--- src/rtl/hlc_pkg.sv ---
// Shared types and codes for the hashed LRU buffer cache.
// Used by the cell, the top level and the checker.
`default_nettype none
package hlc_pkg;
    localparam int DEF_POOL_ENTRIES = 32;
    localparam int DEF_BUCKET_COUNT = 13;
    localparam int MAX_IDX_W = 8;
    localparam int MAX_BKT_W = 6;
    localparam int BLK_W = 32;
    localparam int DEV_W = 8;
    localparam int CNT_W = 8;

    localparam logic [1:0] ACT_READ    = 2'd0;
    localparam logic [1:0] ACT_RELEASE = 2'd1;
    localparam logic [1:0] ACT_PIN     = 2'd2;
    localparam logic [1:0] ACT_UNPIN   = 2'd3;

    localparam logic [1:0] ST_OK     = 2'd0;
    localparam logic [1:0] ST_NOFREE = 2'd1;
    localparam logic [1:0] ST_UNDER  = 2'd2;
    localparam logic [1:0] ST_OVER   = 2'd3;

    typedef struct packed {
        logic [1:0]           action;
        logic [DEV_W-1:0]     dev;
        logic [BLK_W-1:0]     blk;
        logic [MAX_BKT_W-1:0] bk;
        logic [4:0]           idx;
    } t_req;

    typedef struct packed {
        logic                 hit_f;
        logic [MAX_IDX_W-1:0] hit_idx;
        logic [MAX_IDX_W-1:0] hit_rank;
        logic                 hit_full;
        logic                 hit_valid;
        logic                 own_f;
        logic [MAX_IDX_W-1:0] own_idx;
        logic [MAX_IDX_W-1:0] own_rank;
        logic                 oth_f;
        logic [MAX_IDX_W-1:0] oth_idx;
        logic [MAX_IDX_W-1:0] oth_rank;
        logic [MAX_BKT_W-1:0] oth_bkt;
        logic                 tgt_zero;
        logic                 tgt_one;
        logic                 tgt_full;
        logic [MAX_IDX_W-1:0] tgt_rank;
    } t_cand;

    typedef struct packed {
        logic                 en;
        logic [MAX_IDX_W-1:0] idx;
        logic                 write_tag;
        logic                 set_valid;
        logic                 inc;
        logic                 dec;
        logic                 recent;
        logic [MAX_IDX_W-1:0] old_rank;
        logic [DEV_W-1:0]     dev;
        logic [BLK_W-1:0]     blk;
        logic [MAX_BKT_W-1:0] bk;
    } t_upd;
endpackage
`default_nettype wire

--- src/rtl/hlc_cell.sv ---
// One buffer entry of the cache and its stage of the candidate chain.
// Depends on hlc_pkg.
`default_nettype none
module hlc_cell import hlc_pkg::*; #(
    parameter int K = 0,
    parameter int POOL_ENTRIES = DEF_POOL_ENTRIES,
    parameter int BUCKET_COUNT = DEF_BUCKET_COUNT
) (
    input  wire logic  i_clk,
    input  wire logic  i_rst_n,
    input  wire t_req  i_req,
    input  wire t_upd  i_upd,
    input  wire t_cand i_cand,
    output t_cand      o_cand
);
    localparam int RW = $clog2(POOL_ENTRIES);
    localparam int BW = (BUCKET_COUNT > 1) ? $clog2(BUCKET_COUNT) : 1;
    localparam logic [MAX_IDX_W-1:0] MY_IDX = MAX_IDX_W'(K);

    logic [DEV_W-1:0] r_dev;
    logic [BLK_W-1:0] r_blk;
    logic [BW-1:0]    r_bkt;
    logic             r_valid;
    logic [CNT_W-1:0] r_cnt;
    logic [RW-1:0]    r_rank;
    t_cand            r_cand, n_cand;

    logic [MAX_IDX_W-1:0] rank_x;
    logic [MAX_BKT_W-1:0] bkt_x;
    logic                 free_e, same_bkt, match_e;

    always_comb begin
        rank_x   = MAX_IDX_W'(r_rank);
        bkt_x    = MAX_BKT_W'(r_bkt);
        free_e   = (r_cnt == '0);
        same_bkt = (bkt_x == i_req.bk);
        match_e  = same_bkt && (r_dev == i_req.dev) && (r_blk == i_req.blk);
        n_cand   = i_cand;
        if (match_e && (!i_cand.hit_f || rank_x > i_cand.hit_rank)) begin
            n_cand.hit_f     = 1'b1;
            n_cand.hit_idx   = MY_IDX;
            n_cand.hit_rank  = rank_x;
            n_cand.hit_full  = (r_cnt == {CNT_W{1'b1}});
            n_cand.hit_valid = r_valid;
        end
        if (free_e && same_bkt && (!i_cand.own_f || rank_x < i_cand.own_rank)) begin
            n_cand.own_f    = 1'b1;
            n_cand.own_idx  = MY_IDX;
            n_cand.own_rank = rank_x;
        end
        if (free_e && !same_bkt && (!i_cand.oth_f || bkt_x < i_cand.oth_bkt ||
                (bkt_x == i_cand.oth_bkt && rank_x < i_cand.oth_rank))) begin
            n_cand.oth_f    = 1'b1;
            n_cand.oth_idx  = MY_IDX;
            n_cand.oth_rank = rank_x;
            n_cand.oth_bkt  = bkt_x;
        end
        if (MAX_IDX_W'(i_req.idx) == MY_IDX) begin
            n_cand.tgt_zero = free_e;
            n_cand.tgt_one  = (r_cnt == CNT_W'(1));
            n_cand.tgt_full = (r_cnt == {CNT_W{1'b1}});
            n_cand.tgt_rank = rank_x;
        end
    end

    always_ff @(posedge i_clk) begin
        r_cand <= n_cand;
        if (!i_rst_n) begin
            r_dev   <= '0;
            r_blk   <= '0;
            r_bkt   <= '0;
            r_valid <= 1'b0;
            r_cnt   <= '0;
            r_rank  <= RW'(K);
        end else if (i_upd.en) begin
            if (i_upd.idx == MY_IDX) begin
                if (i_upd.write_tag) begin
                    r_dev   <= i_upd.dev;
                    r_blk   <= i_upd.blk;
                    r_bkt   <= i_upd.bk[BW-1:0];
                    r_valid <= 1'b1;
                    r_cnt   <= CNT_W'(1);
                end else begin
                    if (i_upd.set_valid) r_valid <= 1'b1;
                    if (i_upd.inc) r_cnt <= r_cnt + CNT_W'(1);
                    if (i_upd.dec) r_cnt <= r_cnt - CNT_W'(1);
                end
                if (i_upd.recent) r_rank <= RW'(POOL_ENTRIES - 1);
            end else if (i_upd.recent && rank_x > i_upd.old_rank) begin
                r_rank <= r_rank - RW'(1);
            end
        end
    end

    assign o_cand = r_cand;
endmodule
`default_nettype wire

--- config.mk ---
export PLATFORM = sky130hd
export DESIGN_NAME = hlc_cell
export DESIGN_NICKNAME = d
export VERILOG_FILES = /design/src/rtl/hlc_pkg.sv /design/src/rtl/hlc_cell.sv
export SDC_FILE = /design/constraint.sdc
export NUM_CORES = 1
export LEC_CHECK = 0
export ABC_AREA = 1
export BUFFER_PORTS_ARGS = -buffer_cell sky130_fd_sc_hd__buf_2
export CAP_MARGIN = 25
export CELL_PAD_IN_SITES_DETAIL_PLACEMENT = 0
export CELL_PAD_IN_SITES_GLOBAL_PLACEMENT = 1
export CORE_ASPECT_RATIO = 1.75
export CORE_MARGIN = 5
export CORE_UTILIZATION = 30
export DETAILED_ROUTE_END_ITERATION = 7
export GPL_ROUTABILITY_DRIVEN = 0
export PLACE_DENSITY = 0.82
export RECOVER_POWER = 25
export SYNTH_ARGS = -nofsm -noshare
export SYNTH_HDL_FRONTEND = slang
export SYNTH_SLANG_ARGS = --single-unit
--- constraint.sdc ---
create_clock -name i_clk -period 4.5 [get_ports i_clk]
set_input_delay 0.225 -clock i_clk [delete_from_list [all_inputs] [get_ports i_clk]]
set_output_delay 0.225 -clock i_clk [all_outputs]
set_load 0.005 [all_outputs]
# Word level (Yosys, flattened, before mapping)
# Index checks and enable logic that the tools add are counted.
[classes]
muxes = 12
eq_ne = 7
reduce_logical = 27
add_sub_neg = 3
magnitude_cmp = 5
[op_table]
columns = ["op", "count"]
rows = [
  ["32-bit equality test", 1],
  ["8-bit 2-to-1 mux", 3],
  ["11-bit 2-to-1 mux", 2],
  ["5-bit 2-to-1 mux", 4],
  ["5-bit by 8-bit greater-than comparator with 1-bit output", 2],
  ["8-bit zero test", 2],
  ["5-bit by 8-bit less-than comparator with 1-bit output", 2],
  ["4-bit by 6-bit equality test with 1-bit output", 2],
  ["3-bit AND reduction", 4],
  ["1-bit logical AND", 9],
  ["8-bit by 1-bit adder with 8-bit output, second input constant", 1],
  ["8-bit by 1-bit equality test with 1-bit output, second input constant", 1],
  ["8-bit equality test", 1],
  ["8-bit equality test, second input constant", 1],
  ["8-bit by 1-bit subtractor with 8-bit output, second input constant", 1],
  ["7-bit 2-to-1 mux", 1],
  ["4-bit by 6-bit less-than comparator with 1-bit output", 1],
  ["5-bit zero test", 1],
  ["5-bit by 1-bit subtractor with 5-bit output, second input constant", 1],
  ["1-bit zero test", 4],
  ["1-bit logical OR", 4],
  ["2-bit nonzero test", 2],
  ["3-bit nonzero test", 1],
  ["1-bit 2-to-1 mux", 2],
  ["2-bit inequality test, second input constant", 1],
]
[word_totals]
in_bits = 193
out_inout_bits = 70
elab_cells = 81
ff_bits = 128

# Depth between registers and ports, before layout
[logic_depth]
word_depth = 5
mapped_depth = 15
mapped_depth_nobuf = 14

# Worst setup path before layout
# Ideal clock, no wire load.
[synth_timing]
kind = "register to register"
startpoint = "register r_rank[3]"
endpoint = "register r_cand (netlist bit o_cand[58])"
synth_period_minus_slack_ns = 1.660
required_time_ns = 4.391
n_path_buf = 1
stages_incl_launch_ff = 12
arrival_time_ns = 1.551
setup_ns = 0.109
slack_ns = 2.840
cell_sequence = "dfxtp_1 > ha_1 > nand2_1 > inv_1 > nand2_1 > o21a_1 > nand2_1 > nand2_2 > nand3_4 > buf_6 > nand2_1 > inv_1"
[synth_via]
elab_chain_len = 3
[synth_lines]
columns = ["element", "line_no", "text"]
rows = [
  ["from (decl)", "hlc_cell.sv:25", "logic [RW-1:0] r_rank;"],
  ["from (signal assigned)", "hlc_cell.sv:74", "r_rank <= RW'(K);"],
  ["from (signal assigned)", "hlc_cell.sv:88", "if (i_upd.recent) r_rank <= RW'(POOL_ENTRIES - 1);"],
  ["from (signal assigned)", "hlc_cell.sv:90", "r_rank <= r_rank - RW'(1);"],
  ["5-bit by 8-bit greater-than comparator with 1-bit output", "hlc_cell.sv:39", "if (match_e && (!i_cand.hit_f || rank_x > i_cand.hit_rank)) begin"],
  ["1-bit logical OR", "hlc_cell.sv:39", ""],
  ["1-bit logical AND", "hlc_cell.sv:39", ""],
  ["to (signal assigned)", "hlc_cell.sv:67", "r_cand <= n_cand;"],
  ["to (decl)", "hlc_cell.sv:26", "t_cand r_cand, n_cand;"],
]
# No other way between the ends.
# A chain may end at the register's enable or synchronous reset.

# Worst setup path after layout
[layout_timing]
startpoint = "input port i_upd[64] (netlist bit)"
endpoint = "register r_cnt[7]"
[layout_via]
elab_chain_len = 2
[layout_lines]
columns = ["element", "line_no", "text"]
rows = [
  ["from (decl)", "hlc_cell.sv:12", "input wire t_upd i_upd,"],
  ["8-bit zero test", "hlc_cell.sv:76", "if (i_upd.idx == MY_IDX) begin"],
  ["3-bit AND reduction (no source line)", "-", ""],
  ["to (signal assigned)", "hlc_cell.sv:85", "if (i_upd.inc) r_cnt <= r_cnt + CNT_W'(1);"],
  ["to (signal assigned)", "hlc_cell.sv:86", "if (i_upd.dec) r_cnt <= r_cnt - CNT_W'(1);"],
  ["to (decl)", "hlc_cell.sv:24", "logic [CNT_W-1:0] r_cnt;"],
]
# No other way between the ends.

==> out/summary.txt <==
Period minus WS final = 2.42 ns
Critical Path RT = 4.81 ns
Clock root buffer = clkbuf_16
Post-synthesis sequential area ratio = 0.419
Post-synth top cells = nand2_1 (224), inv_1 (159), dfxtp_1 (128)
FF-to-FF End = o_cand[25]
Pwr/cell area = 312 nW/um2
Antenna-violating nets left = 0
Cell variety after synth = 33
YS warnings = 0
Port Buf Inserts = 258
Remaining global-route overflow = 0
Setup bufs post-CTS = 0
R2R Setup Slk = 2.27 ns
DRC viols = 0
Nets = 1,389
Initial Util = 0.302
Total track usage = 0.159
Core Footprint = 20,200 um2
Post-Synth XOR/XNOR Area = 0.0287
FF+latch count, synth = 128
Resized Gates After CTS = 0
Reg2reg path depth = 11
Final setup TNS = 0 ns
Most frequent cell after synthesis = nand2_1
Via count = 6,187
Area Growth Syn to Fin = 41.0%
Unrepaired setup endpoints after global routing = false
Syn Area/Cell = 7.10 um2
CTS Hold Bufs = 52
Syn Nets = 1,081
Post-Synth Adder-Cell Area = 0.0553
Pre-Repair DR Iteration Count = 4
Layout cell share with drive strength beyond 1 = 0.232
Placed Area = 7600 um2
DRT iter0 DRCs = 209
Yosys top cell area share = 0.419
Number of cell rows = 69
Top_reg_cell synth = dfxtp_1
CTS tree = done
Post-route clock period utilization = 0.539
Setup Viol. Count Final = 0
Area leader, netlist = dfxtp_1
Vias per cell = 4.32
DIE AREA = 23,400 um2
LEAKAGE = 4.46 nW
DRT Wirelength = 18,700 um
Post-DP HPWL = 14,400 um
Largest family of logic cells by synthesized area = simple AND/OR/NAND/NOR gates
Clock tree buffer depth = 2
Hold Path Class = in -> reg
Finished Cell Area = 8620 um2
Slew HR = 0.344
Crit-path max FO = 89
Max Slew Vio Count = 0
Filler cells = 2,196
Largest net degree at the start of global routing = 90
First-pass GRT wire length = 29,700 um
Setup crit end kind = flip-flop
Core Util, Final = 0.427
Clk_lat worst skew = 0.42 ns
Post-synthesis mux area share = 0
Dpl cells = 1,346
Crit path from = i_upd[64]
Number of global-route vias before repair = 6,199
Number of synthesized flops with an enable pin = 0
Compound-Gate Fraction of Synth Area = 0.0915
Final Hold Fails = 0
Post-synthesis async set-or-reset flop share = 0
Worst Setup Start Kind = primary input
Clock skew = 0.00944 ns
Status = finished, final reports clean
Htree depth = 4
Num CTS Buffers = 17
Data arrival time of the critical path = 2.73 ns
Die height = 199 um
Routed WL per cell = 13.1 um
Reg clk slew, reported paths = 0.05 ns
Die Span X = 118 um
Cells after Synth = 861
Clk sinks = 128
Final cell count without fillers = 1,431
CP endpoint = r_cnt[7]
Reg2reg start = r_rank[3]
Synth Cell Area = 6110 um2
FMAX = 413 MHz
Io pins = 263
Top cells by area, synth = dfxtp_1 (42%), nand2_1 (14%), inv_1 (9.8%), nor2_1 (7.3%), a211oi_1 (5.8%)
Crit Path Category = in -> reg
Actual slew at the worst max-slew pin = 0.983 ns
Power Total = 2.69 mW
Max-Cap Viols = 0
Post-Synth Simple-Gate Area = 0.283
Maximum VDD drop = 0.000244 V
Antenna violations before repair = 3
cell families (layout without fill, tap and decap cells):
group / Yosys count / count (layout)
AOI/OAI and AO/OA: 84 / 84
other: 0 / 3
buffers and inverters: 189 / 508
adders and majority gates: 27 / 27
xor gates and xnor gates: 20 / 20
DFF: 128 / 128
and+or+nand+nor: 413 / 413
layout make-up:
cell class	count	area (um2)	area share
inverter	168	631	0.0732
antenna	3	7.51	0.000871
timing repair buffer	310	1770	0.205
clock buffer	25	505	0.0587
tap	248	310	0.0360
multi-input combinational	544	2800	0.325
clock inverter	5	30.0	0.00348
sequential	128	2560	0.297
worst max-delay path, cell delays in order:
cell     delay (ns)
buf_2          0.10
nor2_1         0.10
nand2_1        0.05
nor2_1         0.66
nand3_4        0.93
nand2_1        0.40
inv_1          0.13
nand2_1        0.09
nor2_1         0.04
power breakdown:
| group | internal, mW | leakage, nW | total, mW | switching, mW |
|---|---|---|---|---|
| Combinational | 0.140 | 3.15 | 0.260 | 0.120 |
| Sequential | 1.16 | 1.05 | 1.17 | 0.00717 |
| Clock | 0.767 | 0.261 | 1.26 | 0.489 |
| Total | 2.07 | 4.46 | 2.69 | 0.616 |
how the worst min path moves through the flow:
stage	startpoint	slack, ns	end	cells after the start
final	i_cand[32]	0.03	o_cand[32]	3
after detailed placement	i_cand[7]	0.41	o_cand[7]	3
after global routing	i_cand[15]	0.01	o_cand[15]	3
after global placement	i_cand[68]	0.41	o_cand[68]	3
after CTS	i_cand[55]	0.001	o_cand[55]	3
after floorplan	i_cand[69]	0.32	o_cand[69]	2
cells in the final DEF, fill, tap and decap left out, types with 13 or more instances in the layout:
cell / synthesis / routed
a211oi_1: 47 / 47
inv_1: 159 / 159
a21oi_1: 18 / 18
clkbuf_16: 0 / 17
ha_1: 27 / 27
buf_2: 1 / 223
dlygate4sd3_1: 0 / 52
nand2_1: 224 / 224
dfxtp_1: 128 / 128
clkbuf_1: 15 / 37
nor2_1: 119 / 120
xnor2_1: 17 / 17
nand3_1: 24 / 24
nor3_1: 13 / 13
metal layers:
| layer | vias up | track usage | part of all wire |
|---|---|---|---|
| li1 | 3273 | - | - |
| met4 | 2 | 0.0727 | 0.020 |
| met1 | 2710 | 0.156 | 0.37 |
| met5 | - | 0 | 0.00070 |
| met3 | 22 | 0.0546 | 0.067 |
| met2 | 180 | 0.298 | 0.54 |
stage by stage:
| step | hold WS (ns) | setup WS, ns |
|---|---|---|
| after floorplan | 0.317 | 2.84 |
| after global placement | 0.405 | 2.11 |
| after detailed placement | 0.411 | 2.10 |
| after CTS | 0.00112 | 2.23 |
| after global routing | 0.0127 | 1.76 |
| final | 0.0268 | 2.08 |
flip-flops by register name, summed over array words and instances, names as in the netlist:
| signal | count |
|---|---|
| r_blk | 32 |
| r_valid | 1 |
| r_rank | 5 |
| r_bkt | 4 |
| o_cand | 70 |
| r_cnt | 8 |
| r_dev | 8 |
(Power assumes the default switching activity.)
